## src/rtl/core/onewire_bus_master_macros.svh

```systemverilog
// assertion macros for the 1-wire bus master
// used by rtl/core/onewire_bus_master.sv, no other dependencies
`ifndef ONEWIRE_BUS_MASTER_MACROS_SVH
`define ONEWIRE_BUS_MASTER_MACROS_SVH

// same-cycle implication under reset
`define OWBM_ASSERT_IMPLIES(name, clk, rst_n, ante, cons) \
    name: assert property (@(posedge clk) disable iff (!rst_n) (ante) |-> (cons)) \
        else $error("onewire_bus_master: check failed");

// next-cycle implication under reset
`define OWBM_ASSERT_NEXT(name, clk, rst_n, ante, cons) \
    name: assert property (@(posedge clk) disable iff (!rst_n) (ante) |=> (cons)) \
        else $error("onewire_bus_master: check failed");

`endif

```

## src/rtl/core/owbm_pkg.sv

```systemverilog
// shared types and constants of the 1-wire bus master
// no dependencies
package owbm_pkg;

    localparam logic [2:0] OP_TICK    = 3'd0;
    localparam logic [2:0] OP_RESET   = 3'd1;
    localparam logic [2:0] OP_WRITE   = 3'd2;
    localparam logic [2:0] OP_READ    = 3'd3;
    localparam logic [2:0] OP_TRIPLET = 3'd4;
    localparam logic [2:0] OP_NONE    = 3'd0;

    localparam logic [1:0] STATUS_OK      = 2'd0;
    localparam logic [1:0] STATUS_UNKNOWN = 2'd1;
    localparam logic [1:0] STATUS_BUSY    = 2'd2;

    localparam int TIMER_W = 9;
    typedef logic [TIMER_W-1:0] timer_t;

    localparam int RESET_LOW_TICKS = 480;
    localparam int SLOT_TICKS      = 70;
    localparam int PRESENCE_WAIT   = 70;
    localparam int RESET_RECOVERY  = 410;
    localparam int SHORT_LOW       = 6;
    localparam int ZERO_RELEASE    = 10;
    localparam int READ_WAIT       = 9;

    localparam timer_t T_RESET_LOW  = TIMER_W'(RESET_LOW_TICKS);
    localparam timer_t T_PRESENCE   = TIMER_W'(PRESENCE_WAIT);
    localparam timer_t T_RECOVERY   = TIMER_W'(RESET_RECOVERY);
    localparam timer_t T_SHORT_LOW  = TIMER_W'(SHORT_LOW);
    localparam timer_t T_WR0_LOW    = TIMER_W'(SLOT_TICKS - ZERO_RELEASE);
    localparam timer_t T_WR1_REL    = TIMER_W'(SLOT_TICKS - SHORT_LOW);
    localparam timer_t T_WR0_REL    = TIMER_W'(ZERO_RELEASE);
    localparam timer_t T_READ_WAIT  = TIMER_W'(READ_WAIT);
    localparam timer_t T_READ_REC   = TIMER_W'(SLOT_TICKS - SHORT_LOW - READ_WAIT);

    typedef struct packed {
        logic       drive_low;
        logic       drive_high;
        logic       busy_res;
        logic       done_res;
        logic [1:0] status;
        logic       present;
        logic [7:0] read_value;
        logic       id_bit;
        logic       complement_bit;
        logic       taken_bit;
    } res_t;

endpackage

```

## src/rtl/core/owbm_if.sv

```systemverilog
// request and result channels of the 1-wire bus master
// no dependencies
interface owbm_req_if;
    logic       valid;
    logic       ready;
    logic [2:0] op;
    logic [7:0] data;
    logic       power;
    logic       search_direction;
    logic       line_level;

    modport source (output valid, output op, output data, output power,
                    output search_direction, output line_level, input ready);
    modport sink   (input valid, input op, input data, input power,
                    input search_direction, input line_level, output ready);
endinterface

interface owbm_res_if;
    logic       valid;
    logic       ready;
    logic       drive_low;
    logic       drive_high;
    logic       busy_res;
    logic       done_res;
    logic [1:0] status;
    logic       present;
    logic [7:0] read_value;
    logic       id_bit;
    logic       complement_bit;
    logic       taken_bit;

    modport source (output valid, output drive_low, output drive_high, output busy_res,
                    output done_res, output status, output present, output read_value,
                    output id_bit, output complement_bit, output taken_bit, input ready);
    modport sink   (input valid, input drive_low, input drive_high, input busy_res,
                    input done_res, input status, input present, input read_value,
                    input id_bit, input complement_bit, input taken_bit, output ready);
endinterface

```

## src/rtl/core/onewire_bus_master.sv

```systemverilog
// 1-wire bus master sequencer: reset/presence, byte write, byte read, search triplet
// depends on owbm_pkg, owbm_if.sv and onewire_bus_master_macros.svh
//
//  channel | dir | payload
//  --------+-----+---------------------------------------------------------------
//  req     | in  | op, data, power, search_direction, line_level
//  res     | out | drive_low, drive_high, busy_res, done_res, status, present,
//          |     | read_value, id_bit, complement_bit, taken_bit
//
// one request per clock while req.ready is high; each gives one registered result
// the sequencer state and the result register are updated at the same edge
// req.ready drops only while a result is held and res.ready is low
// rst_n clears the sequencer to idle and empties the result register
`include "onewire_bus_master_macros.svh"

module onewire_bus_master (
    input  logic              clk,
    input  logic              rst_n,
    owbm_req_if.sink          req,
    owbm_res_if.source        res
);

    localparam logic [3:0] PH_IDLE     = 4'd0;
    localparam logic [3:0] PH_RST_LOW  = 4'd1;
    localparam logic [3:0] PH_RST_WAIT = 4'd2;
    localparam logic [3:0] PH_RST_REC  = 4'd3;
    localparam logic [3:0] PH_WR_LOW   = 4'd4;
    localparam logic [3:0] PH_WR_REL   = 4'd5;
    localparam logic [3:0] PH_RD_LOW   = 4'd6;
    localparam logic [3:0] PH_RD_WAIT  = 4'd7;
    localparam logic [3:0] PH_RD_REC   = 4'd8;

    logic [3:0]      phase_reg, phase_next;
    owbm_pkg::timer_t slot_timer_reg, slot_timer_next;
    logic [2:0]      bit_counter_reg, bit_counter_next;
    logic [7:0]      shift_byte_reg, shift_byte_next;
    logic            first_read_reg, first_read_next;
    logic            second_read_reg, second_read_next;
    logic            chosen_direction_reg, chosen_direction_next;
    logic            pullup_request_reg, pullup_request_next;
    logic            pullup_active_reg, pullup_active_next;
    logic            presence_seen_reg, presence_seen_next;
    logic [7:0]      held_read_reg, held_read_next;
    logic [2:0]      run_kind_reg, run_kind_next;

    owbm_pkg::res_t  res_reg, res_next;
    logic            res_valid_reg;

    logic            accept;
    owbm_pkg::timer_t timer_dec;
    logic [7:0]      shifted;
    logic            pick;
    logic            wr_bit;

    assign req.ready = !res_valid_reg || res.ready;
    assign accept    = req.valid && req.ready;

    always_comb
    begin
        phase_next            = phase_reg;
        slot_timer_next       = slot_timer_reg;
        bit_counter_next      = bit_counter_reg;
        shift_byte_next       = shift_byte_reg;
        first_read_next       = first_read_reg;
        second_read_next      = second_read_reg;
        chosen_direction_next = chosen_direction_reg;
        pullup_request_next   = pullup_request_reg;
        pullup_active_next    = pullup_active_reg;
        presence_seen_next    = presence_seen_reg;
        held_read_next        = held_read_reg;
        run_kind_next         = run_kind_reg;

        timer_dec = (slot_timer_reg != '0) ? slot_timer_reg - 1'b1 : '0;
        shifted   = {1'b0, shift_byte_reg[7:1]};
        wr_bit    = (run_kind_reg == owbm_pkg::OP_TRIPLET) ? chosen_direction_reg
                                                           : shift_byte_reg[0];
        if (first_read_reg != second_read_reg)
            pick = first_read_reg;
        else
            pick = first_read_reg | shift_byte_reg[0];

        res_next            = '0;
        res_next.drive_low  = (phase_reg == PH_RST_LOW) || (phase_reg == PH_WR_LOW)
                              || (phase_reg == PH_RD_LOW);
        res_next.drive_high = (phase_reg == PH_IDLE) && pullup_active_reg;
        res_next.status     = owbm_pkg::STATUS_OK;

        if (req.op == owbm_pkg::OP_TICK)
        begin
            if (phase_reg != PH_IDLE)
            begin
                slot_timer_next = timer_dec;
                if (timer_dec == '0)
                begin
                    unique case (phase_reg)
                        PH_RST_LOW:
                        begin
                            phase_next      = PH_RST_WAIT;
                            slot_timer_next = owbm_pkg::T_PRESENCE;
                        end
                        PH_RST_WAIT:
                        begin
                            presence_seen_next = !req.line_level;
                            phase_next         = PH_RST_REC;
                            slot_timer_next    = owbm_pkg::T_RECOVERY;
                        end
                        PH_WR_LOW:
                        begin
                            phase_next      = PH_WR_REL;
                            slot_timer_next = wr_bit ? owbm_pkg::T_WR1_REL
                                                     : owbm_pkg::T_WR0_REL;
                        end
                        PH_WR_REL:
                        begin
                            if (run_kind_reg != owbm_pkg::OP_WRITE)
                            begin
                                phase_next        = PH_IDLE;
                                run_kind_next     = owbm_pkg::OP_NONE;
                                res_next.done_res = 1'b1;
                            end
                            else if (bit_counter_reg == 3'd7)
                            begin
                                pullup_active_next = pullup_request_reg;
                                phase_next         = PH_IDLE;
                                run_kind_next      = owbm_pkg::OP_NONE;
                                res_next.done_res  = 1'b1;
                            end
                            else
                            begin
                                bit_counter_next = bit_counter_reg + 1'b1;
                                shift_byte_next  = shifted;
                                phase_next       = PH_WR_LOW;
                                slot_timer_next  = shifted[0] ? owbm_pkg::T_SHORT_LOW
                                                              : owbm_pkg::T_WR0_LOW;
                            end
                        end
                        PH_RD_LOW:
                        begin
                            phase_next      = PH_RD_WAIT;
                            slot_timer_next = owbm_pkg::T_READ_WAIT;
                        end
                        PH_RD_WAIT:
                        begin
                            if (run_kind_reg == owbm_pkg::OP_READ)
                                shift_byte_next = {req.line_level, shift_byte_reg[7:1]};
                            else if (bit_counter_reg == 3'd0)
                                first_read_next = req.line_level;
                            else
                                second_read_next = req.line_level;
                            phase_next      = PH_RD_REC;
                            slot_timer_next = owbm_pkg::T_READ_REC;
                        end
                        PH_RD_REC:
                        begin
                            if (run_kind_reg == owbm_pkg::OP_READ)
                            begin
                                if (bit_counter_reg == 3'd7)
                                begin
                                    held_read_next    = shift_byte_reg;
                                    phase_next        = PH_IDLE;
                                    run_kind_next     = owbm_pkg::OP_NONE;
                                    res_next.done_res = 1'b1;
                                end
                                else
                                begin
                                    bit_counter_next = bit_counter_reg + 1'b1;
                                    phase_next       = PH_RD_LOW;
                                    slot_timer_next  = owbm_pkg::T_SHORT_LOW;
                                end
                            end
                            else if (bit_counter_reg == 3'd0)
                            begin
                                bit_counter_next = 3'd1;
                                phase_next       = PH_RD_LOW;
                                slot_timer_next  = owbm_pkg::T_SHORT_LOW;
                            end
                            else
                            begin
                                chosen_direction_next = pick;
                                if (first_read_reg && second_read_reg)
                                begin
                                    phase_next        = PH_IDLE;
                                    run_kind_next     = owbm_pkg::OP_NONE;
                                    res_next.done_res = 1'b1;
                                end
                                else
                                begin
                                    phase_next      = PH_WR_LOW;
                                    slot_timer_next = pick ? owbm_pkg::T_SHORT_LOW
                                                           : owbm_pkg::T_WR0_LOW;
                                end
                            end
                        end
                        default:
                        begin
                            phase_next        = PH_IDLE;
                            slot_timer_next   = '0;
                            run_kind_next     = owbm_pkg::OP_NONE;
                            res_next.done_res = 1'b1;
                        end
                    endcase
                end
            end
        end
        else if (phase_reg != PH_IDLE)
        begin
            res_next.status = owbm_pkg::STATUS_BUSY;
        end
        else
        begin
            unique case (req.op)
                owbm_pkg::OP_RESET:
                begin
                    pullup_active_next = 1'b0;
                    run_kind_next      = req.op;
                    bit_counter_next   = 3'd0;
                    presence_seen_next = 1'b0;
                    phase_next         = PH_RST_LOW;
                    slot_timer_next    = owbm_pkg::T_RESET_LOW;
                end
                owbm_pkg::OP_WRITE:
                begin
                    pullup_active_next  = 1'b0;
                    run_kind_next       = req.op;
                    bit_counter_next    = 3'd0;
                    shift_byte_next     = req.data;
                    pullup_request_next = req.power;
                    phase_next          = PH_WR_LOW;
                    slot_timer_next     = req.data[0] ? owbm_pkg::T_SHORT_LOW
                                                      : owbm_pkg::T_WR0_LOW;
                end
                owbm_pkg::OP_READ:
                begin
                    pullup_active_next = 1'b0;
                    run_kind_next      = req.op;
                    bit_counter_next   = 3'd0;
                    shift_byte_next    = '0;
                    phase_next         = PH_RD_LOW;
                    slot_timer_next    = owbm_pkg::T_SHORT_LOW;
                end
                owbm_pkg::OP_TRIPLET:
                begin
                    pullup_active_next    = 1'b0;
                    run_kind_next         = req.op;
                    bit_counter_next      = 3'd0;
                    shift_byte_next       = {7'd0, req.search_direction};
                    first_read_next       = 1'b0;
                    second_read_next      = 1'b0;
                    chosen_direction_next = 1'b0;
                    phase_next            = PH_RD_LOW;
                    slot_timer_next       = owbm_pkg::T_SHORT_LOW;
                end
                default:
                begin
                    res_next.status   = owbm_pkg::STATUS_UNKNOWN;
                    res_next.done_res = 1'b1;
                end
            endcase
        end

        res_next.busy_res       = (phase_next != PH_IDLE)
                                  || (res_next.status == owbm_pkg::STATUS_BUSY);
        res_next.present        = presence_seen_next;
        res_next.read_value     = held_read_next;
        res_next.id_bit         = first_read_next;
        res_next.complement_bit = second_read_next;
        res_next.taken_bit      = chosen_direction_next;
    end

    always_ff @(posedge clk or negedge rst_n)
    begin
        if (!rst_n)
        begin
            phase_reg            <= PH_IDLE;
            slot_timer_reg       <= '0;
            bit_counter_reg      <= '0;
            shift_byte_reg       <= '0;
            first_read_reg       <= 1'b0;
            second_read_reg      <= 1'b0;
            chosen_direction_reg <= 1'b0;
            pullup_request_reg   <= 1'b0;
            pullup_active_reg    <= 1'b0;
            presence_seen_reg    <= 1'b0;
            held_read_reg        <= '0;
            run_kind_reg         <= owbm_pkg::OP_NONE;
            res_valid_reg        <= 1'b0;
        end
        else
        begin
            if (accept)
            begin
                phase_reg            <= phase_next;
                slot_timer_reg       <= slot_timer_next;
                bit_counter_reg      <= bit_counter_next;
                shift_byte_reg       <= shift_byte_next;
                first_read_reg       <= first_read_next;
                second_read_reg      <= second_read_next;
                chosen_direction_reg <= chosen_direction_next;
                pullup_request_reg   <= pullup_request_next;
                pullup_active_reg    <= pullup_active_next;
                presence_seen_reg    <= presence_seen_next;
                held_read_reg        <= held_read_next;
                run_kind_reg         <= run_kind_next;
                res_valid_reg        <= 1'b1;
            end
            else if (res.ready)
            begin
                res_valid_reg <= 1'b0;
            end
        end
    end

    always_ff @(posedge clk)
    begin
        if (accept)
            res_reg <= res_next;
    end

    assign res.valid          = res_valid_reg;
    assign res.drive_low      = res_reg.drive_low;
    assign res.drive_high     = res_reg.drive_high;
    assign res.busy_res       = res_reg.busy_res;
    assign res.done_res       = res_reg.done_res;
    assign res.status         = res_reg.status;
    assign res.present        = res_reg.present;
    assign res.read_value     = res_reg.read_value;
    assign res.id_bit         = res_reg.id_bit;
    assign res.complement_bit = res_reg.complement_bit;
    assign res.taken_bit      = res_reg.taken_bit;

    `OWBM_ASSERT_IMPLIES(a_idle_timer_clear, clk, rst_n, phase_reg == PH_IDLE, slot_timer_reg == '0)
    `OWBM_ASSERT_IMPLIES(a_pullup_only_idle, clk, rst_n, pullup_active_reg, phase_reg == PH_IDLE)
    `OWBM_ASSERT_IMPLIES(a_kind_when_busy, clk, rst_n, phase_reg != PH_IDLE, run_kind_reg != owbm_pkg::OP_NONE)
    `OWBM_ASSERT_NEXT(a_done_goes_idle, clk, rst_n, accept && res_next.done_res, phase_reg == PH_IDLE)
    `OWBM_ASSERT_IMPLIES(a_drive_exclusive, clk, rst_n, res_valid_reg, !(res_reg.drive_low && res_reg.drive_high))

endmodule
```

## src/flat_wrapper.sv

```systemverilog
// flat-port wrapper written by rule: the top's interface ports become plain ports
module onewire_bus_master_flat 
  (clk, rst_n, req_valid, req_op, req_data, req_power, req_search_direction, req_line_level, req_ready, res_valid, res_drive_low, res_drive_high, res_busy_res, res_done_res, res_status, res_present, res_read_value, res_id_bit, res_complement_bit, res_taken_bit, res_ready);
  owbm_req_if req_i ();
  owbm_res_if res_i ();
  input  logic clk;
  input  logic rst_n;
  input wire logic [$bits(req_i.valid)-1:0] req_valid;
  input wire logic [$bits(req_i.op)-1:0] req_op;
  input wire logic [$bits(req_i.data)-1:0] req_data;
  input wire logic [$bits(req_i.power)-1:0] req_power;
  input wire logic [$bits(req_i.search_direction)-1:0] req_search_direction;
  input wire logic [$bits(req_i.line_level)-1:0] req_line_level;
  output wire logic [$bits(req_i.ready)-1:0] req_ready;
  output wire logic [$bits(res_i.valid)-1:0] res_valid;
  output wire logic [$bits(res_i.drive_low)-1:0] res_drive_low;
  output wire logic [$bits(res_i.drive_high)-1:0] res_drive_high;
  output wire logic [$bits(res_i.busy_res)-1:0] res_busy_res;
  output wire logic [$bits(res_i.done_res)-1:0] res_done_res;
  output wire logic [$bits(res_i.status)-1:0] res_status;
  output wire logic [$bits(res_i.present)-1:0] res_present;
  output wire logic [$bits(res_i.read_value)-1:0] res_read_value;
  output wire logic [$bits(res_i.id_bit)-1:0] res_id_bit;
  output wire logic [$bits(res_i.complement_bit)-1:0] res_complement_bit;
  output wire logic [$bits(res_i.taken_bit)-1:0] res_taken_bit;
  input wire logic [$bits(res_i.ready)-1:0] res_ready;
  assign req_i.valid = req_valid;
  assign req_i.op = req_op;
  assign req_i.data = req_data;
  assign req_i.power = req_power;
  assign req_i.search_direction = req_search_direction;
  assign req_i.line_level = req_line_level;
  assign req_ready = req_i.ready;
  assign res_valid = res_i.valid;
  assign res_drive_low = res_i.drive_low;
  assign res_drive_high = res_i.drive_high;
  assign res_busy_res = res_i.busy_res;
  assign res_done_res = res_i.done_res;
  assign res_status = res_i.status;
  assign res_present = res_i.present;
  assign res_read_value = res_i.read_value;
  assign res_id_bit = res_i.id_bit;
  assign res_complement_bit = res_i.complement_bit;
  assign res_taken_bit = res_i.taken_bit;
  assign res_i.ready = res_ready;
  onewire_bus_master u_core (.clk(clk), .rst_n(rst_n), .req(req_i), .res(res_i));
endmodule
```

## config.mk

```make
export PLATFORM = sky130hd
export DESIGN_NAME = onewire_bus_master_flat
export DESIGN_NICKNAME = d
export VERILOG_FILES = /design/src/rtl/core/owbm_pkg.sv /design/src/rtl/core/owbm_if.sv /design/src/rtl/core/onewire_bus_master.sv /design/src/flat_wrapper.sv
export VERILOG_INCLUDE_DIRS = /design/src /design/src/rtl/core
export SDC_FILE = /design/constraint.sdc
export NUM_CORES = 1
export LEC_CHECK = 0
export BUFFER_PORTS_ARGS = -buffer_cell sky130_fd_sc_hd__buf_2
export CAP_MARGIN = 0
export CORE_ASPECT_RATIO = 1.1
export CORE_MARGIN = 2
export CORE_UTILIZATION = 55
export DETAILED_ROUTE_END_ITERATION = 16
export GPL_TIMING_DRIVEN = 0
export PLACE_DENSITY = 0.83
export SYNTH_ARGS = -nofsm -noshare
export SYNTH_HDL_FRONTEND = slang
export SYNTH_SLANG_ARGS = --single-unit
```

## constraint.sdc

```tcl
create_clock -name clk -period 3.3 [get_ports clk]
set_input_delay 0.66 -clock clk [delete_from_list [all_inputs] [get_ports clk]]
set_output_delay 0.66 -clock clk [all_outputs]
set_load 0.02 [all_outputs]
```

==> results.ini <==
[synthesis]
synth-seq-cells=60
synth_async_sr_flop_share_pct=70.0
ys_top_cells_by_area=dfrtp_1 27%, edfxtp_1 14%, o21ai_0 5.9%, nand2_1 5.7%, mux2_2 5.3%
avgSynthCellArea_um2=8.72
synth_flop_cell=dfrtp_1
synth_nets=466
syn_area_mm2=0.00384
syn_inst=441
synth_compound_area_share_pct=22.5
synth_cell_types=67
synth_edf_count=18
yosys.area_share.simple_pct=23.5
synth_fa_ha_area_share_pct=2.28
synth_top_area_cell=dfrtp_1
synth_xor_area_share_pct=0.683
synth_seq_area_share_pct=41.4
synthMuxAreaShare_pct=6.05
synth_top_area_share_pct=27.3
synth_top_family_by_area=simple AND/OR/NAND/NOR gates
yosysWarnings=0

[timing]
period_needed_ps=3210
slew_violations=0
tightest_slew_ps=999
finalHoldViolations=0
slew-limit-headroom_pct=33.3
timing.final.crit_share_pct=97.2
layout_setup_ws_ps=93.6
skew_ps=10.4
max_freq_mhz=312
rsz0062_at_grt=no
setup_viol=0

[setup_path]
r2r_cells=9
reg2reg_from=u_core.slot_timer_reg[0]$_DFFE_PN0P_
timing.reg2reg.setup_slack_ps=90
end_kind=register
path_cells=inv_1, ha_2, or4b_4, or2_1, a211o_2, a211oi_4, and4_4, o21ai_0, a32o_1
crit_family=compound AO/OA/AOI/OAI gates
rr_endpoint=u_core.res.id_bit$_DFFE_PP_
path_class=reg2reg
cpMaxStageDelayCell=or4b_4
path_buf_inv=1
start_kind=register
slowest_delay_ps=500
critPathRequiredTime_ps=3400
critPathMaxFanout=7
cp.arrival_ps=3310

[floorplanning]
dieArea_mm2=0.00768
fp.dieW_um=83.7
rows=31
die_h_um=91.7
pin_count=38
core_area_mm2=0.00667
start_util_pct=57.6

[clock_network]
htreeDepth=3
cts_tree=yes
cts-root-buf=clkbuf_8
cts_buffer_depth=2
cts_sinks=60
insertion_delay_ps=350
numCtsBuffers=9
hold_buffers=0
path_clk_slew_ps=80

[flow_run]
cap_violations=0

[grt]
grt_max_degree=43
grt_pass1_vias=3667
antenna_found_initial=0
gr-usage-all-layers_pct=30.6
grt_overflow=0
grt_pass1_wl_um=18200

[cells_and_area]
synthToLayoutAreaGrowth_pct=15.8
nFillCells=549
drive_gt1_share_pct=20.3
largest_register_ffs=9
antenna_cells=0
nets=517
seqCellArea_mm2=0.00159
multi_input_area_mm2=0.00219
layoutNonFillerInstCount=579

[placement]
gp_congestion=1.01
dpl_worst_slack_ps=-276
hpwl_um=8270
io_buffers=36
place_inst=559

[routing]
drtIter0Drc=467
wl_um=11700
wire_per_inst_um=20.2
viasPerCell=6.64
ant_nets=0
drtPass1Iterations=6
vias=3843
drc=0

[worst_hold_path]
min_path_type=in2async

[pwr]
leakagePower_nw=1.83
irDropWorstVdd_mv=0.387
power_density_mw_per_mm2=715

[run_status]
status=completed

[repair_timing]
action	in CTS	in global routing
setup buffers	0	5
pin swaps	0	5
setup endpoints to repair	12	40
cloned	0	0
gates resized for setup	2	21
[Yosys cell counts, types with 4 or more instances]
| cell type | number |
|---|---|
| inv_1 | 10 |
| dfrtp_1 | 42 |
| o21ai_0 | 45 |
| or2_2 | 4 |
| o22ai_1 | 5 |
| mux2_2 | 18 |
| or3_1 | 4 |
| nand3_1 | 13 |
| a21oi_1 | 18 |
| nor2b_1 | 5 |
| nor3_1 | 17 |
| edfxtp_1 | 18 |
| a22oi_1 | 7 |
| a31oi_1 | 7 |
| and2_1 | 4 |
| nor2_1 | 40 |
| ha_1 | 7 |
| o31ai_1 | 4 |
| a21o_1 | 5 |
| nand2b_1 | 11 |
| clkbuf_1 | 21 |
| nand4_1 | 6 |
| o211ai_1 | 5 |
| nand2_1 | 58 |
[through the flow]
step / area [µm²] / total power, W / TNS, ps / utilization (%) / hold WS, ps
floorplan: 3840 / 0.00201 / 0 / - / 364
detailed placement: 4130 / 0.00238 / -2720 / 61.9 / 500
finish: 4450 / 0.00318 / 0 / 66.7 / 450
global route: 4450 / 0.00336 / 0 / 66.7 / 536
global placement: 4130 / 0.00234 / -2300 / 61.9 / 485
CTS: 4330 / 0.00307 / -199 / 65.0 / 505
[worst max path at each step]
stage / start / end / slack, ps / cells past startpoint
after floorplan: req_op[1] / u_core.slot_timer_reg[8]$_DFFE_PN0P_ / 380 / 10
after global placement: req_op[1] / u_core.slot_timer_reg[8]$_DFFE_PN0P_ / -250 / 10
after detailed placement: req_op[1] / u_core.slot_timer_reg[8]$_DFFE_PN0P_ / -280 / 10
after CTS: u_core.slot_timer_reg[0]$_DFFE_PN0P_ / u_core.presence_seen_reg$_DFFE_PN0P_ / -70 / 10
after global routing: u_core.slot_timer_reg[0]$_DFFE_PN0P_ / u_core.res.busy_res$_DFFE_PP_ / 5 / 10
final: u_core.slot_timer_reg[0]$_DFFE_PN0P_ / u_core.res.id_bit$_DFFE_PP_ / 90 / 9
[layout by cell type (no fill, tap or decap), drive strengths merged, types with 12 or more instances in the layout]
cell type / instances
buf: 44
dfrtp: 42
nor3: 18
edfxtp: 18
a21oi: 18
clkbuf: 29
nand3: 13
inv: 12
nand2: 58
nor2: 41
o21ai: 47
mux2: 18
[area by class of cell]
type,count,share of cell area [%]
clock inverters,7,1.69
repair buffers,41,5.17
multi-input cells,345,49.1
inverters,12,1.01
plain buffers,23,2.22
clock buffers,9,2.78
well taps,82,2.30
flip-flops and latches,60,35.7
[kinds of logic after synthesis]
logic type / after synthesis
buffers and inverters: 36
and+or+nand+nor: 182
AOI/OAI and AO/OA: 132
xor gates and xnor gates: 3
adders and majority gates: 7
muxes: 21
DFF: 60
[layer usage]
layer	share of wire [%]	vias to the layer above	routed length [µm]	track usage, %
met5	0	-	0	0
met4	3.9	0	456	14.2
met3	9.2	44	1070	7.56
met2	48	220	5640	49.9
met1	39	1829	4520	38.3
li1	-	1750	-	-
[worst register-to-register path, delay by kind of cell, from the launching register on]
kind	cells	cell delay, ps
and+or+nand+nor	3	1070
AOI/OAI and AO/OA	4	1100
DFF	1	430
adders and majority gates	1	270
buffers and inverters	1	100
[report_power, final]
| part | switching (W) | internal (W) | leakage [nW] |
|---|---|---|---|
| registers | 0.000151 | 0.000930 | 0.727 |
| clock network | 0.000336 | 0.000352 | 0.104 |
| logic | 0.000931 | 0.000484 | 0.999 |
| total | 0.00142 | 0.00177 | 1.83 |
(Power assumes the default switching activity.)
